==> src/design/rk4_harmonic_oscillator_step_macros.svh <==
// assertion macros for the rk4 harmonic oscillator step block
// used by the top level only; no other dependencies
`ifndef RK4_HARMONIC_OSCILLATOR_STEP_MACROS_SVH
`define RK4_HARMONIC_OSCILLATOR_STEP_MACROS_SVH

// consequent must hold in the same cycle as the antecedent
`define RK4HO_ASSERT_SAME(label, clk, rst, ante, cons, msg) \
   label: assert property (@(posedge clk) disable iff (rst) (ante) |-> (cons)) \
      else $error(msg);

// consequent must hold in the cycle after the antecedent
`define RK4HO_ASSERT_NEXT(label, clk, rst, ante, cons, msg) \
   label: assert property (@(posedge clk) disable iff (rst) (ante) |=> (cons)) \
      else $error(msg);

`endif

==> src/design/rk4ho_pkg.sv <==
// shared constants, register codes and widths for the rk4 oscillator step block
// no dependencies
`default_nettype none

package rk4ho_pkg;

   localparam int FRAC_BITS_DEF  = 28;
   localparam int TIME_WIDTH_DEF = 48;

   localparam int DT_W       = 28;
   localparam int POS_W      = 32;
   localparam int A_W        = POS_W + 1;
   localparam int DIGIT_W    = 4;
   localparam int NUM_DIGITS = (DT_W + DIGIT_W - 1) / DIGIT_W;
   localparam int DT_PAD_W   = NUM_DIGITS * DIGIT_W;
   localparam int PROD_W     = A_W + DT_PAD_W;
   localparam int TIME_OUT_W = 48;

   localparam int REQ_DATA_W = 8;
   localparam int RSP_DATA_W = 2 * POS_W + TIME_OUT_W;
   localparam int CSR_IDX_W  = 2;
   localparam int CSR_DATA_W = 32;

   localparam logic [DT_W-1:0]         STEP_SIZE_RST = DT_W'(2684355);
   localparam logic signed [POS_W-1:0] INIT_POS_RST  = POS_W'(268435456);
   localparam logic signed [POS_W-1:0] INIT_VEL_RST  = '0;

   localparam logic signed [POS_W-1:0] Q_MAX = {1'b0, {(POS_W-1){1'b1}}};
   localparam logic signed [POS_W-1:0] Q_MIN = {1'b1, {(POS_W-1){1'b0}}};

   typedef enum logic [CSR_IDX_W-1:0] {
      CSR_STEP_SIZE = 2'd0,
      CSR_INIT_POS  = 2'd1,
      CSR_INIT_VEL  = 2'd2
   } csr_index_type;

endpackage

`default_nettype wire

==> src/design/rk4ho_mul.sv <==
// digit-serial multiplier lane: signed operand times unsigned step size,
// one 4-bit digit of the step size per cycle, result shifted by FRAC_BITS
// depends on rk4ho_pkg
`default_nettype none

module rk4ho_mul #(
   parameter int FRAC_BITS = rk4ho_pkg::FRAC_BITS_DEF
) (
   input  logic                                              clock,
   input  logic                                              reset,
   input  logic                                              start,
   input  logic signed [rk4ho_pkg::A_W-1:0]                  operand,
   input  logic [rk4ho_pkg::DT_W-1:0]                        step_size,
   output logic                                              done,
   output logic signed [rk4ho_pkg::PROD_W-FRAC_BITS-1:0]     product
);
   import rk4ho_pkg::*;

   localparam int CNT_W = $clog2(NUM_DIGITS + 1);

   logic                       busy_ff, busy_in;
   logic                       done_ff, done_in;
   logic [CNT_W-1:0]           cnt_ff, cnt_in;
   logic [DT_PAD_W-1:0]        dt_ff, dt_in;
   logic signed [A_W-1:0]      opnd_ff, opnd_in;
   logic signed [PROD_W-1:0]   acc_ff, acc_in;
   logic [DIGIT_W-1:0]         digit;
   logic signed [A_W+DIGIT_W:0] partial;

   // most significant digit first, horner style
   assign digit   = dt_ff[DT_PAD_W-1 -: DIGIT_W];
   assign partial = opnd_ff * $signed({1'b0, digit});

   always_comb begin
      busy_in = busy_ff;
      done_in = 1'b0;
      cnt_in  = cnt_ff;
      dt_in   = dt_ff;
      opnd_in = opnd_ff;
      acc_in  = acc_ff;
      if (start) begin
         busy_in = 1'b1;
         cnt_in  = CNT_W'(NUM_DIGITS);
         dt_in   = DT_PAD_W'(step_size);
         opnd_in = operand;
         acc_in  = '0;
      end else if (busy_ff) begin
         acc_in = (acc_ff <<< DIGIT_W) + PROD_W'(partial);
         dt_in  = dt_ff << DIGIT_W;
         cnt_in = cnt_ff - 1'b1;
         if (cnt_ff == CNT_W'(1)) begin
            busy_in = 1'b0;
            done_in = 1'b1;
         end
      end
   end

   always_ff @(posedge clock) begin
      if (reset) begin
         busy_ff <= 1'b0;
         done_ff <= 1'b0;
         cnt_ff  <= '0;
      end else begin
         busy_ff <= busy_in;
         done_ff <= done_in;
         cnt_ff  <= cnt_in;
      end
   end

   always_ff @(posedge clock) begin
      dt_ff   <= dt_in;
      opnd_ff <= opnd_in;
      acc_ff  <= acc_in;
   end

   // arithmetic shift right by FRAC_BITS is the upper slice of the exact product
   assign done    = done_ff;
   assign product = acc_ff[PROD_W-1:FRAC_BITS];

endmodule

`default_nettype wire

==> src/design/rk4ho_div6.sv <==
// bit-serial divide by six of an unsigned magnitude, one quotient bit per cycle
// standalone, no package needed
`default_nettype none

module rk4ho_div6 #(
   parameter int WIDTH = 36
) (
   input  logic             clock,
   input  logic             reset,
   input  logic             start,
   input  logic [WIDTH-1:0] dividend,
   output logic             done,
   output logic [WIDTH-1:0] quotient
);

   localparam int CNT_W = $clog2(WIDTH + 1);
   localparam logic [3:0] DIVISOR = 4'd6;

   logic             busy_ff, busy_in;
   logic             done_ff, done_in;
   logic [CNT_W-1:0] cnt_ff, cnt_in;
   logic [WIDTH-1:0] sh_ff, sh_in;
   logic [2:0]       rem_ff, rem_in;
   logic [3:0]       trial;
   logic             qbit;

   // dividend bits leave at the top, quotient bits enter at the bottom
   assign trial = {rem_ff, sh_ff[WIDTH-1]};
   assign qbit  = (trial >= DIVISOR);

   always_comb begin
      busy_in = busy_ff;
      done_in = 1'b0;
      cnt_in  = cnt_ff;
      sh_in   = sh_ff;
      rem_in  = rem_ff;
      if (start) begin
         busy_in = 1'b1;
         cnt_in  = CNT_W'(WIDTH);
         sh_in   = dividend;
         rem_in  = '0;
      end else if (busy_ff) begin
         rem_in = qbit ? 3'(trial - DIVISOR) : trial[2:0];
         sh_in  = {sh_ff[WIDTH-2:0], qbit};
         cnt_in = cnt_ff - 1'b1;
         if (cnt_ff == CNT_W'(1)) begin
            busy_in = 1'b0;
            done_in = 1'b1;
         end
      end
   end

   always_ff @(posedge clock) begin
      if (reset) begin
         busy_ff <= 1'b0;
         done_ff <= 1'b0;
         cnt_ff  <= '0;
      end else begin
         busy_ff <= busy_in;
         done_ff <= done_in;
         cnt_ff  <= cnt_in;
      end
   end

   always_ff @(posedge clock) begin
      sh_ff  <= sh_in;
      rem_ff <= rem_in;
   end

   assign done     = done_ff;
   assign quotient = sh_ff;

endmodule

`default_nettype wire

==> src/design/rk4_harmonic_oscillator_step.sv <==
// top level of the rk4 harmonic oscillator step block: control, state, csr
// depends on rk4ho_pkg, rk4ho_mul, rk4ho_div6 and the assertion macro header
//
// usage:
//   req channel: one word per command, req_tdata[0] = restart. restart reloads
//   x and v from the initial registers and clears time; otherwise one rk4 step
//   of size step_size is taken.
//   rsp channel: exactly one word per command with x, v, time and tuser =
//   saturated (x or v clamped at the final update of this step).
//   csr channel: index 0 step_size, 1 initial_position, 2 initial_velocity;
//   always ready, write only while no command is in flight.
//   a restart goes from idle straight to the output stage. a step runs four
//   stages on two 4-bit digit-serial multipliers, then a bit-serial divide by
//   six of the S_W-bit weighted sum after its load state; each result is then
//   registered into the output register.
//   commands are processed one at a time; req_tready returns the cycle after a
//   result is loaded into the output register, even if that result is not taken.
//   a stalled rsp holds its word; a finished step waits until the output
//   register frees.
//   reset: x = 1.0, v = 0, time = 0, registers at their reset values.
`default_nettype none
`include "rk4_harmonic_oscillator_step_macros.svh"

module rk4_harmonic_oscillator_step #(
   parameter int FRAC_BITS  = rk4ho_pkg::FRAC_BITS_DEF,
   parameter int TIME_WIDTH = rk4ho_pkg::TIME_WIDTH_DEF
) (
   input  logic                                clock,
   input  logic                                reset,
   input  logic                                req_tvalid,
   output logic                                req_tready,
   // [0] restart, [7:1] zero
   input  logic [rk4ho_pkg::REQ_DATA_W-1:0]    req_tdata,
   output logic                                rsp_tvalid,
   input  logic                                rsp_tready,
   // [31:0] position_out, [63:32] velocity_out, [111:64] time_out
   output logic [rk4ho_pkg::RSP_DATA_W-1:0]    rsp_tdata,
   // [0] saturated
   output logic                                rsp_tuser,
   input  logic                                csr_valid,
   output logic                                csr_ready,
   input  logic [rk4ho_pkg::CSR_IDX_W-1:0]     csr_index,
   input  logic [rk4ho_pkg::CSR_DATA_W-1:0]    csr_data
);
   import rk4ho_pkg::*;

   localparam int K_W  = PROD_W - FRAC_BITS;
   localparam int S_W  = K_W + 3;
   localparam int W_W  = S_W + 1;
   localparam int TX_W = (TIME_WIDTH > TIME_OUT_W) ? TIME_WIDTH : TIME_OUT_W;

   typedef enum logic [5:0] {
      S_IDLE     = 6'b000001,
      S_LOAD     = 6'b000010,
      S_MUL      = 6'b000100,
      S_DIV_LOAD = 6'b001000,
      S_DIV      = 6'b010000,
      S_OUT      = 6'b100000
   } state_type;

   state_type                 state_ff, state_in;
   logic [1:0]                stage_ff, stage_in;
   logic [DT_W-1:0]           step_size_ff, step_size_in;
   logic signed [POS_W-1:0]   init_pos_ff, init_pos_in;
   logic signed [POS_W-1:0]   init_vel_ff, init_vel_in;
   logic signed [POS_W-1:0]   pos_ff, pos_in;
   logic signed [POS_W-1:0]   vel_ff, vel_in;
   logic [TIME_WIDTH-1:0]     time_ff, time_in;
   logic                      sat_ff, sat_in;
   logic signed [S_W-1:0]     sum_x_ff, sum_x_in;
   logic signed [S_W-1:0]     sum_v_ff, sum_v_in;
   logic                      rsp_valid_ff, rsp_valid_in;
   logic [RSP_DATA_W-1:0]     rsp_data_ff, rsp_data_in;
   logic                      rsp_sat_ff, rsp_sat_in;

   logic                      mul_start, div_start;
   logic                      mul_x_done, mul_v_done;
   logic                      div_x_done, div_v_done;
   logic signed [K_W-1:0]     k_x, k_v;
   logic signed [K_W-1:0]     half_x, half_v;
   logic signed [S_W-1:0]     wk_x, wk_v;
   logic [S_W-1:0]            mag_x, mag_v;
   logic [S_W-1:0]            quo_x, quo_v;
   logic signed [W_W-1:0]     add_x, add_v;
   logic signed [W_W-1:0]     sx, sv;
   logic                      ovf_x, ovf_v;
   logic signed [POS_W-1:0]   cl_x, cl_v;
   logic signed [A_W-1:0]     op_x, op_v;
   logic [TX_W-1:0]           time_ext;

   rk4ho_mul #(.FRAC_BITS(FRAC_BITS)) u_mul_x (
      .clock     (clock),
      .reset     (reset),
      .start     (mul_start),
      .operand   (op_x),
      .step_size (step_size_ff),
      .done      (mul_x_done),
      .product   (k_x)
   );

   rk4ho_mul #(.FRAC_BITS(FRAC_BITS)) u_mul_v (
      .clock     (clock),
      .reset     (reset),
      .start     (mul_start),
      .operand   (op_v),
      .step_size (step_size_ff),
      .done      (mul_v_done),
      .product   (k_v)
   );

   rk4ho_div6 #(.WIDTH(S_W)) u_div_x (
      .clock    (clock),
      .reset    (reset),
      .start    (div_start),
      .dividend (mag_x),
      .done     (div_x_done),
      .quotient (quo_x)
   );

   rk4ho_div6 #(.WIDTH(S_W)) u_div_v (
      .clock    (clock),
      .reset    (reset),
      .start    (div_start),
      .dividend (mag_v),
      .done     (div_v_done),
      .quotient (quo_v)
   );

   // stages two and three use k/2, stage four uses k3 whole
   assign half_x = (stage_ff == 2'd3) ? k_x : (k_x >>> 1);
   assign half_v = (stage_ff == 2'd3) ? k_v : (k_v >>> 1);

   // one adder and clamp per lane, shared by stage operands and the final update
   always_comb begin
      if (state_ff == S_DIV) begin
         add_x = sum_x_ff[S_W-1] ? -$signed(W_W'(quo_x)) : $signed(W_W'(quo_x));
         add_v = sum_v_ff[S_W-1] ? -$signed(W_W'(quo_v)) : $signed(W_W'(quo_v));
      end else begin
         add_x = W_W'(half_x);
         add_v = W_W'(half_v);
      end
   end

   assign sx    = W_W'(pos_ff) + add_x;
   assign sv    = W_W'(vel_ff) + add_v;
   assign ovf_x = !((&sx[W_W-1:POS_W-1]) || !(|sx[W_W-1:POS_W-1]));
   assign ovf_v = !((&sv[W_W-1:POS_W-1]) || !(|sv[W_W-1:POS_W-1]));
   assign cl_x  = ovf_x ? (sx[W_W-1] ? Q_MIN : Q_MAX) : sx[POS_W-1:0];
   assign cl_v  = ovf_v ? (sv[W_W-1] ? Q_MIN : Q_MAX) : sv[POS_W-1:0];

   // dx/dt = v, dv/dt = -x
   assign op_x = (stage_ff == 2'd0) ? A_W'(vel_ff) : A_W'(cl_v);
   assign op_v = -((stage_ff == 2'd0) ? A_W'(pos_ff) : A_W'(cl_x));

   assign wk_x = (stage_ff == 2'd1 || stage_ff == 2'd2) ? (S_W'(k_x) <<< 1) : S_W'(k_x);
   assign wk_v = (stage_ff == 2'd1 || stage_ff == 2'd2) ? (S_W'(k_v) <<< 1) : S_W'(k_v);

   assign mag_x = sum_x_ff[S_W-1] ? S_W'(-sum_x_ff) : S_W'(sum_x_ff);
   assign mag_v = sum_v_ff[S_W-1] ? S_W'(-sum_v_ff) : S_W'(sum_v_ff);

   assign time_ext = TX_W'(time_ff);

   assign req_tready = (state_ff == S_IDLE);
   assign csr_ready  = 1'b1;

   always_comb begin
      state_in     = state_ff;
      stage_in     = stage_ff;
      pos_in       = pos_ff;
      vel_in       = vel_ff;
      time_in      = time_ff;
      sat_in       = sat_ff;
      sum_x_in     = sum_x_ff;
      sum_v_in     = sum_v_ff;
      rsp_valid_in = rsp_valid_ff;
      rsp_data_in  = rsp_data_ff;
      rsp_sat_in   = rsp_sat_ff;
      mul_start    = 1'b0;
      div_start    = 1'b0;

      if (rsp_valid_ff && rsp_tready) begin
         rsp_valid_in = 1'b0;
      end

      unique case (state_ff)
         S_IDLE: begin
            if (req_tvalid) begin
               if (req_tdata[0]) begin
                  pos_in   = init_pos_ff;
                  vel_in   = init_vel_ff;
                  time_in  = '0;
                  sat_in   = 1'b0;
                  state_in = S_OUT;
               end else begin
                  stage_in = 2'd0;
                  sum_x_in = '0;
                  sum_v_in = '0;
                  state_in = S_LOAD;
               end
            end
         end
         S_LOAD: begin
            mul_start = 1'b1;
            state_in  = S_MUL;
         end
         S_MUL: begin
            if (mul_x_done) begin
               sum_x_in = sum_x_ff + wk_x;
               sum_v_in = sum_v_ff + wk_v;
               if (stage_ff == 2'd3) begin
                  state_in = S_DIV_LOAD;
               end else begin
                  stage_in = stage_ff + 2'd1;
                  state_in = S_LOAD;
               end
            end
         end
         S_DIV_LOAD: begin
            div_start = 1'b1;
            state_in  = S_DIV;
         end
         S_DIV: begin
            if (div_x_done) begin
               pos_in   = cl_x;
               vel_in   = cl_v;
               sat_in   = ovf_x | ovf_v;
               time_in  = time_ff + TIME_WIDTH'(step_size_ff);
               state_in = S_OUT;
            end
         end
         S_OUT: begin
            if (!rsp_valid_ff || rsp_tready) begin
               rsp_valid_in = 1'b1;
               rsp_data_in  = {time_ext[TIME_OUT_W-1:0], vel_ff, pos_ff};
               rsp_sat_in   = sat_ff;
               state_in     = S_IDLE;
            end
         end
         default: begin
            state_in = S_IDLE;
         end
      endcase
   end

   always_comb begin
      step_size_in = step_size_ff;
      init_pos_in  = init_pos_ff;
      init_vel_in  = init_vel_ff;
      if (csr_valid && csr_ready) begin
         unique case (csr_index_type'(csr_index))
            CSR_STEP_SIZE: step_size_in = csr_data[DT_W-1:0];
            CSR_INIT_POS:  init_pos_in  = csr_data[POS_W-1:0];
            CSR_INIT_VEL:  init_vel_in  = csr_data[POS_W-1:0];
            default: begin
            end
         endcase
      end
   end

   always_ff @(posedge clock) begin
      if (reset) begin
         state_ff     <= S_IDLE;
         rsp_valid_ff <= 1'b0;
         step_size_ff <= STEP_SIZE_RST;
         init_pos_ff  <= INIT_POS_RST;
         init_vel_ff  <= INIT_VEL_RST;
         pos_ff       <= INIT_POS_RST;
         vel_ff       <= INIT_VEL_RST;
         time_ff      <= '0;
      end else begin
         state_ff     <= state_in;
         rsp_valid_ff <= rsp_valid_in;
         step_size_ff <= step_size_in;
         init_pos_ff  <= init_pos_in;
         init_vel_ff  <= init_vel_in;
         pos_ff       <= pos_in;
         vel_ff       <= vel_in;
         time_ff      <= time_in;
      end
   end

   always_ff @(posedge clock) begin
      stage_ff    <= stage_in;
      sat_ff      <= sat_in;
      sum_x_ff    <= sum_x_in;
      sum_v_ff    <= sum_v_in;
      rsp_data_ff <= rsp_data_in;
      rsp_sat_ff  <= rsp_sat_in;
   end

   assign rsp_tvalid = rsp_valid_ff;
   assign rsp_tdata  = rsp_data_ff;
   assign rsp_tuser  = rsp_sat_ff;

   // both multiplier lanes start together and must finish together
   `RK4HO_ASSERT_SAME(a_mul_lockstep, clock, reset,
      mul_x_done || mul_v_done, mul_x_done && mul_v_done && state_ff == S_MUL,
      "multiplier lanes out of step")

   // dividers only report while the controller waits for them
   `RK4HO_ASSERT_SAME(a_div_in_state, clock, reset,
      div_x_done || div_v_done, div_x_done && div_v_done && state_ff == S_DIV,
      "divider done outside the divide phase")

   // a step command always enters the first multiply stage
   `RK4HO_ASSERT_NEXT(a_step_starts, clock, reset,
      req_tvalid && req_tready && !req_tdata[0], state_ff == S_LOAD && stage_ff == 2'd0,
      "step command did not start stage one")

   // a finished item is loaded into the output register and the block frees
   `RK4HO_ASSERT_NEXT(a_result_loaded, clock, reset,
      state_ff == S_OUT && (!rsp_valid_ff || rsp_tready), rsp_valid_ff && state_ff == S_IDLE,
      "result not loaded into output register")

endmodule

`default_nettype wire

==> config.mk <==
export PLATFORM = sky130hd
export DESIGN_NAME = rk4_harmonic_oscillator_step
export DESIGN_NICKNAME = d
export VERILOG_FILES = /design/src/design/rk4ho_pkg.sv /design/src/design/rk4ho_mul.sv /design/src/design/rk4ho_div6.sv /design/src/design/rk4_harmonic_oscillator_step.sv
export VERILOG_INCLUDE_DIRS = /design/src /design/src/design
export SDC_FILE = /design/constraint.sdc
export NUM_CORES = 2
export LEC_CHECK = 0
export BUFFER_PORTS_ARGS = -buffer_cell sky130_fd_sc_hd__buf_2
export CORE_ASPECT_RATIO = 1.75
export CORE_UTILIZATION = 64
export CTS_CLUSTER_SIZE = 28
export DETAILED_ROUTE_END_ITERATION = 7
export GPL_TIMING_DRIVEN = 0
export PLACE_DENSITY = 0.82
export SLEW_MARGIN = 5
export SYNTH_ARGS = -nofsm -noshare
export SYNTH_HDL_FRONTEND = slang
export SYNTH_SLANG_ARGS = --single-unit
==> constraint.sdc <==
create_clock -name clock -period 10.4 [get_ports clock]
set_input_delay 2.08 -clock clock [delete_from_list [all_inputs] [get_ports clock]]
set_output_delay 2.08 -clock clock [all_outputs]
set_load 0.01 [all_outputs]
Yosys cells after proc, flatten, opt, wreduce, memory -nomap -nowiden:

Cells that the tools add are included.

* add/sub/neg operators: 19
* multipliers: 2
* magnitude comparators: 2
* equality and inequality tests: 22
* muxes and demuxes: 87
* bitwise operators: 3
* reduce and logical (&&, ||, !) cells: 33

Operators by type and width (number)
* $mux W32: 12
* $mux W36: 10
* $mux W37: 4
* $mux W48: 3
* $pmux W36 S2: 2
* $mux W33: 4
* $pmux W32 S2: 2
* $add A61 B38 Y61: 2
* $mux W28: 4
* $pmux W48 S2: 1
* $mul A33 B5 Y38: 2
* $add A32 B37 Y37: 2
* $neg A36 Y37: 2
* $add A36 B34 Y36: 2
* $neg A36 Y36: 2
* $mux W6: 9
* $add A48 B28 Y48: 1
* $pmux W6 S6: 1
* $neg A33 Y33: 1
* $mux W1: 22
* $eq A6 B1 Y1 const B: 3
* $mux W3: 6
* $reduce_and A4 Y1: 3
* $reduce_and A6 Y1: 2
* other kinds (31): 66

* register bits: 745
* input bits: 47
* word-level logic and storage cells: 204

Logic depth before layout (Yosys ltp):

* word-level depth: 11
* gate-level depth with buffers: 29

Hierarchy:

From an unflattened synthesis, not the netlist that was laid out.

* cells, all modules: 6799
* area total of the unflattened synthesis: 61019.8 um^2

Modules (own cells, without submodules)
* rk4_harmonic_oscillator_step: times used 1, cells an instance 3533, area an instance 29777.3 um^2
* rk4ho_mul (u_mul_v): times used 1, cells an instance 1517, area an instance 13688.1 um^2
* rk4ho_mul (u_mul_x): times used 1, cells an instance 1485, area an instance 13515.5 um^2
* rk4ho_div6: times used 2, cells an instance 132, area an instance 2019.4 um^2

Worst setup path before layout:

No wires, ideal clock.

* path kind: input to register
* start point: input req_tdata[0] in the netlist's numbering
* end point: register stage_ff[0] (enable)
* arrival time: 7.688 ns
* data required time: 10.084 ns
* path slack: 2.396 ns
* cell stages on the path: 4
* path buffers: 0
* cells stage by stage: inv_1 a21oi_1 nor3_1 and2_1

* word-level cells in the longest chain between the ends: 2

Ends and longest elaborated chain
* from (decl): RTL line rk4_harmonic_oscillator_step.sv:33 `input logic [rk4ho_pkg::REQ_DATA_W-1:0] req_tdata,`
* $ne A2 B2 Y1 (no line)
* $reduce_and A5 Y1 (no line)
* to (signal assigned): RTL line rk4_harmonic_oscillator_step.sv:283 `stage_ff <= stage_in;`
* to (decl): RTL line rk4_harmonic_oscillator_step.sv:62 `logic [1:0] stage_ff, stage_in;`

No other way between the ends.
A chain may end at the register's enable or synchronous reset.

Worst setup path after layout:

* start point: register state_ff[5]
* end point: register u_mul_x.opnd_ff[27] (data pin)

* word-level cells in the longest chain between the ends: 8
* elaborated cells on any way between the ends: 10
* those cells by class: add/sub: 1; eq/ne: 1; mux: 4; reduce/logical: 4

Ends and longest elaborated chain
* from (decl): RTL line rk4_harmonic_oscillator_step.sv:61 `state_type state_ff, state_in;`
* from (signal assigned): RTL line rk4_harmonic_oscillator_step.sv:271 `state_ff <= state_in;`
* $eq A6 B5 Y1 (*): RTL line rk4_harmonic_oscillator_step.sv:135 `if (state_ff == S_DIV) begin`
* $mux W37 (*): RTL line rk4_harmonic_oscillator_step.sv:135
* $add A32 B37 Y37 (*): RTL line rk4_harmonic_oscillator_step.sv:145 `assign sv = W_W'(vel_ff) + add_v;`
* $reduce_or A6 Y1: RTL line rk4_harmonic_oscillator_step.sv:147 `assign ovf_v = !((&sv[W_W-1:POS_W-1]) || !(|sv[W_W-1:POS_W-1]));`
* $logic_not A1 Y1: RTL line rk4_harmonic_oscillator_step.sv:147
* $logic_or A1 B1 Y1: RTL line rk4_harmonic_oscillator_step.sv:147
* $mux W32 (*): RTL line rk4_harmonic_oscillator_step.sv:149 `assign cl_v = ovf_v ? (sv[W_W-1] ? Q_MIN : Q_MAX) : sv[POS_W-1:0];`
* $mux W33 (*): RTL line rk4_harmonic_oscillator_step.sv:152 `assign op_x = (stage_ff == 2'd0) ? A_W'(vel_ff) : A_W'(cl_v);`
* via op_x[27]: RTL line rk4_harmonic_oscillator_step.sv:88 `logic signed [A_W-1:0] op_x, op_v;`
* to (signal assigned): RTL line rk4ho_mul.sv:72 `opnd_ff <= opnd_in;`
* to (decl): RTL line rk4ho_mul.sv:25 `logic signed [A_W-1:0] opnd_ff, opnd_in;`

Mark *: on every way through the listed nets, which the timed path passes. The rest lies on a longest branch.

==> results_dict.tcl <==
set metrics [dict create \
    status "complete, but fails checks" \
    violations "capacitance limit" \
    max_freq_ghz 0.108 \
    finalWirelength_um 202000 \
    hold_class "reg -> reg" \
    cts_buffers 75 \
    dpl.hpwl_um 159000 \
    clock_path_buffers 3 \
    grtUsageTotal 0.449 \
    clock_sinks 744 \
    ys_seq_area_frac 0.326 \
    max_slew_margin 0.0103 \
    r2r-end "u_mul_x.opnd_ff[27]" \
    nFillCells 6943 \
    grt_max_degree 66 \
    wl_per_cell_um 26.1 \
    path_cells "nor4_1 > and3b_1 > clkbuf_1 > clkbuf_1 > clkbuf_1 > o21ai_0 > ha_1 > a211oi_1 > o21ai_0 > a2111oi_0 > nor3_1 > o2111ai_1 > a31oi_1 > a21oi_1 > o21ai_0 > nand4_1 > a32oi_1 > xor2_1 > nor3_1 > nand2_1 > o22a_1 > clkbuf_1 > clkbuf_1 > o211ai_1" \
    area_delta_synth_final_pct 9.07 \
    syn-num-nets 7024 \
    crit_top_cell "clkbuf_1" \
    coreArea_mm2 0.0885 \
    grt_pass1_vias 50200 \
    min_period_over_period 0.887 \
    synth_cells 6250 \
    cts-root-buf "clkbuf_16" \
    die_y_um 398 \
    final-seq-area_mm2 0.0187 \
    startpoint "state_ff[5]" \
    via_per_inst 6.41 \
    post_cts_buffers 0 \
    timing.rr.start "state_ff[5]" \
    rsz0062_at_grt "no" \
    power.density_mw_per_mm2 293 \
    grt_overflow_total 0 \
    place_area_mm2 0.0598 \
    fin_nets 7277 \
    cts_tree "yes" \
    dieWidth_um 228 \
    crit_type "reg -> reg" \
    ir_drop_uv 239 \
    start_util 0.648 \
    fin_setup_tns_ns 0 \
    cts_resized 0 \
    crit_slowest_cell "o211ai_1" \
    insertion_delay_ns 0.74 \
    multi_input_area_mm2 0.0365 \
    grt_pass1_wl_um 301000 \
    yosys_warnings 0 \
    std_cell_rows 144 \
    netlist_area_mm2 0.0573 \
    antenna_found_initial 14 \
    final_layout_size_suffix_gt1_frac 0.0684 \
    netlist-cell-type-count 100 \
    holdPathEnd "rsp_tdata[98]" \
    path_clk_slew_ns 0.07 \
    h-tree-depth 3 \
    setup_viol 0 \
    drc_errors 0 \
    period_minus_slack_ns 9.23 \
    synth.avg_cell_area_um2 9.17 \
    max_stage_delay_ns 1.21 \
    critPathArrivalTime_ns 9.56 \
    holdPathStages 0 \
    io_buffer_count 153 \
    drt_iter0_markers 4297 \
    ff2ff_setup_slack_ns 1.17 \
    slew_violations 0 \
    final_area_mm2 0.0625 \
    synthFlopType "edfxtp_1" \
    worst_pin_slew_ns 1.48 \
    routed-via-count 49600 \
    hold_violations 0 \
    maxCapViolations 1 \
    path_max_fanout 10 \
    clock_skew_ns 0.0556 \
    die-area_mm2 0.0908 \
    critPathRequiredTime_ns 10.73 \
    io_pins 163 \
    async_flop_share 0 \
    drtPass1Iterations 7 \
    synth_edf_count 381 \
    synth_seq_cells 744 \
    crit_path_end_kind "register" \
    ant_nets 0 \
    hold_buffers 0 \
    start_kind "register" \
    hold_start "time_ext[34]" \
    rr_worst_depth 24 \
    gp_congestion 1.06 \
    leakage_uw 0.0261 \
]
==> where the power goes <==
group / internal [µW] / total [µW] / switching [µW]
Clock: 1580 / 2920 / 1340
Sequential: 3570 / 4310 / 742
Combinational: 4320 / 11100 / 6760
Total: 9460 / 18300 / 8840
==> flip-flops by register name, summed over array words and instances (netlist names), 28 cells and up <==
signal / flops
rsp_tdata: 112
u_mul_v.acc_ff: 61
u_mul_x.acc_ff: 61
time_ext: 48
sum_v_ff: 36
sum_x_ff: 36
u_div_v.quotient: 36
u_div_x.quotient: 36
u_mul_v.opnd_ff: 33
init_pos_ff: 32
init_vel_ff: 32
pos_ff: 32
u_mul_x.opnd_ff: 32
vel_ff: 32
step_size_ff: 28
u_mul_v.dt_ff: 28
u_mul_x.dt_ff: 28
==> cells in the mapped netlist, types with 6 or more instances <==
| cell type | n | share of area |
|---|---|---|
| a2111oi_0 | 6 | 0.00092 |
| a211oi_1 | 33 | 0.0043 |
| a21o_1 | 152 | 0.020 |
| a21oi_1 | 424 | 0.037 |
| a221o_1 | 7 | 0.0012 |
| a221oi_1 | 14 | 0.0021 |
| a22oi_1 | 13 | 0.0017 |
| a311o_1 | 17 | 0.0030 |
| a31oi_1 | 46 | 0.0050 |
| and2_1 | 276 | 0.030 |
| and3_1 | 23 | 0.0025 |
| and4_1 | 6 | 0.00092 |
| buf_1 | 15 | 0.00098 |
| clkbuf_1 | 251 | 0.016 |
| dfxtp_1 | 363 | 0.13 |
| edfxtp_1 | 381 | 0.20 |
| fa_1 | 296 | 0.10 |
| ha_1 | 431 | 0.094 |
| inv_1 | 305 | 0.020 |
| mux2_2 | 63 | 0.012 |
| mux2i_1 | 157 | 0.027 |
| nand2_1 | 843 | 0.055 |
| nand2b_1 | 106 | 0.012 |
| nand3_1 | 160 | 0.014 |
| nand3b_1 | 14 | 0.0018 |
| nand4_1 | 31 | 0.0034 |
| nor2_1 | 419 | 0.027 |
| nor2b_1 | 52 | 0.0057 |
| nor3_1 | 61 | 0.0053 |
| nor3b_1 | 13 | 0.0017 |
| nor4_1 | 13 | 0.0014 |
| o211ai_1 | 25 | 0.0033 |
| o21a_1 | 39 | 0.0051 |
| o21ai_0 | 369 | 0.032 |
| o21bai_1 | 46 | 0.0060 |
| o22ai_1 | 12 | 0.0013 |
| o311ai_0 | 26 | 0.0040 |
| o31a_1 | 6 | 0.00092 |
| o31ai_1 | 50 | 0.0065 |
| o41ai_1 | 40 | 0.0061 |
| or2_2 | 23 | 0.0025 |
| or3_1 | 40 | 0.0044 |
| or4_1 | 21 | 0.0027 |
| xnor2_1 | 263 | 0.040 |
| xor2_1 | 192 | 0.029 |
==> how the worst max path moves through the flow <==
stage | to | slack [ns]
3_3_place_gp | stage_ff[1] | -0.73
2_1_floorplan | stage_ff[0] | 2.40
6_report | u_mul_x.opnd_ff[27] | 1.17
4_1_cts | u_mul_v.opnd_ff[26] | 1.60
5_1_grt | u_mul_x.opnd_ff[27] | 0.75
3_5_place_dp | u_mul_v.opnd_ff[26] | 1.66
==> metal layers <==
metal  vias up  wire, µm  GRT usage  share of wire
met5         -        29          0        0.00014
met4         4     25100      0.469           0.12
met3      1057     15900      0.113          0.079
met2      2525     95600      0.753           0.47
met1     23700     65500      0.440           0.32
li1      22400         -          -              -
==> critical path: cells and delay by family, from the launching register on <==
kind	cells	cell delay [ns]
xor+xnor	1	0.13
flops	1	0.35
simple gates	6	1.78
buf+inv	5	2.01
compound gates	11	4.05
fa+ha+maj	1	0.46
==> cell usage in the layout, fill, tap and decap left out, types with 160 or more instances in the layout <==
master / n
o21ai_0: 369
nor2_1: 419
xor2_1: 192
inv_1: 301
a21oi_1: 424
nand2_1: 842
edfxtp_1: 381
nand3_1: 160
clkbuf_1: 263
dfxtp_1: 363
ha_1: 431
xnor2_1: 263
fa_1: 296
and2_1: 274
==> area by class of cell <==
| cell class | count | area share |
|---|---|---|
| Antenna cell | 10 | 0.000400 |
| Buffer | 269 | 0.0165 |
| Clock buffer | 97 | 0.0328 |
| Clock inverter | 43 | 0.00880 |
| Inverter | 308 | 0.0185 |
| Multi-Input combinational cell | 4929 | 0.584 |
| Sequential cell | 744 | 0.299 |
| Tap cell | 1168 | 0.0234 |
| Timing Repair Buffer | 176 | 0.0167 |
==> kinds of logic after synthesis <==
group | Yosys count | share of synthesized area
mux | 221 | 0.0400
compound gates | 1387 | 0.151
flops | 744 | 0.326
buf+inv | 577 | 0.0381
simple gates | 2136 | 0.177
xor+xnor | 457 | 0.0703
fa+ha+maj | 727 | 0.197
other cells | 1 | 0.0000654
==> through the flow <==
| stage | total power (µW) | setup slack, ns | hold slack [ns] | cells | utilization |
|---|---|---|---|---|---|
| after floorplan | 11700 | 2.40 | 0.400 | 6250 | - |
| after global placement | 14700 | -0.727 | 0.416 | 7571 | 0.673 |
| after detailed placement | 15000 | 1.66 | 0.428 | 7590 | 0.677 |
| after CTS | 17900 | 1.60 | 0.458 | 7730 | 0.706 |
| after global routing | 19400 | 0.754 | 0.461 | 7734 | 0.707 |
| final | 18300 | 1.17 | 0.449 | 7744 | 0.707 |
No activity file was read; power rests on OpenSTA's default activity.
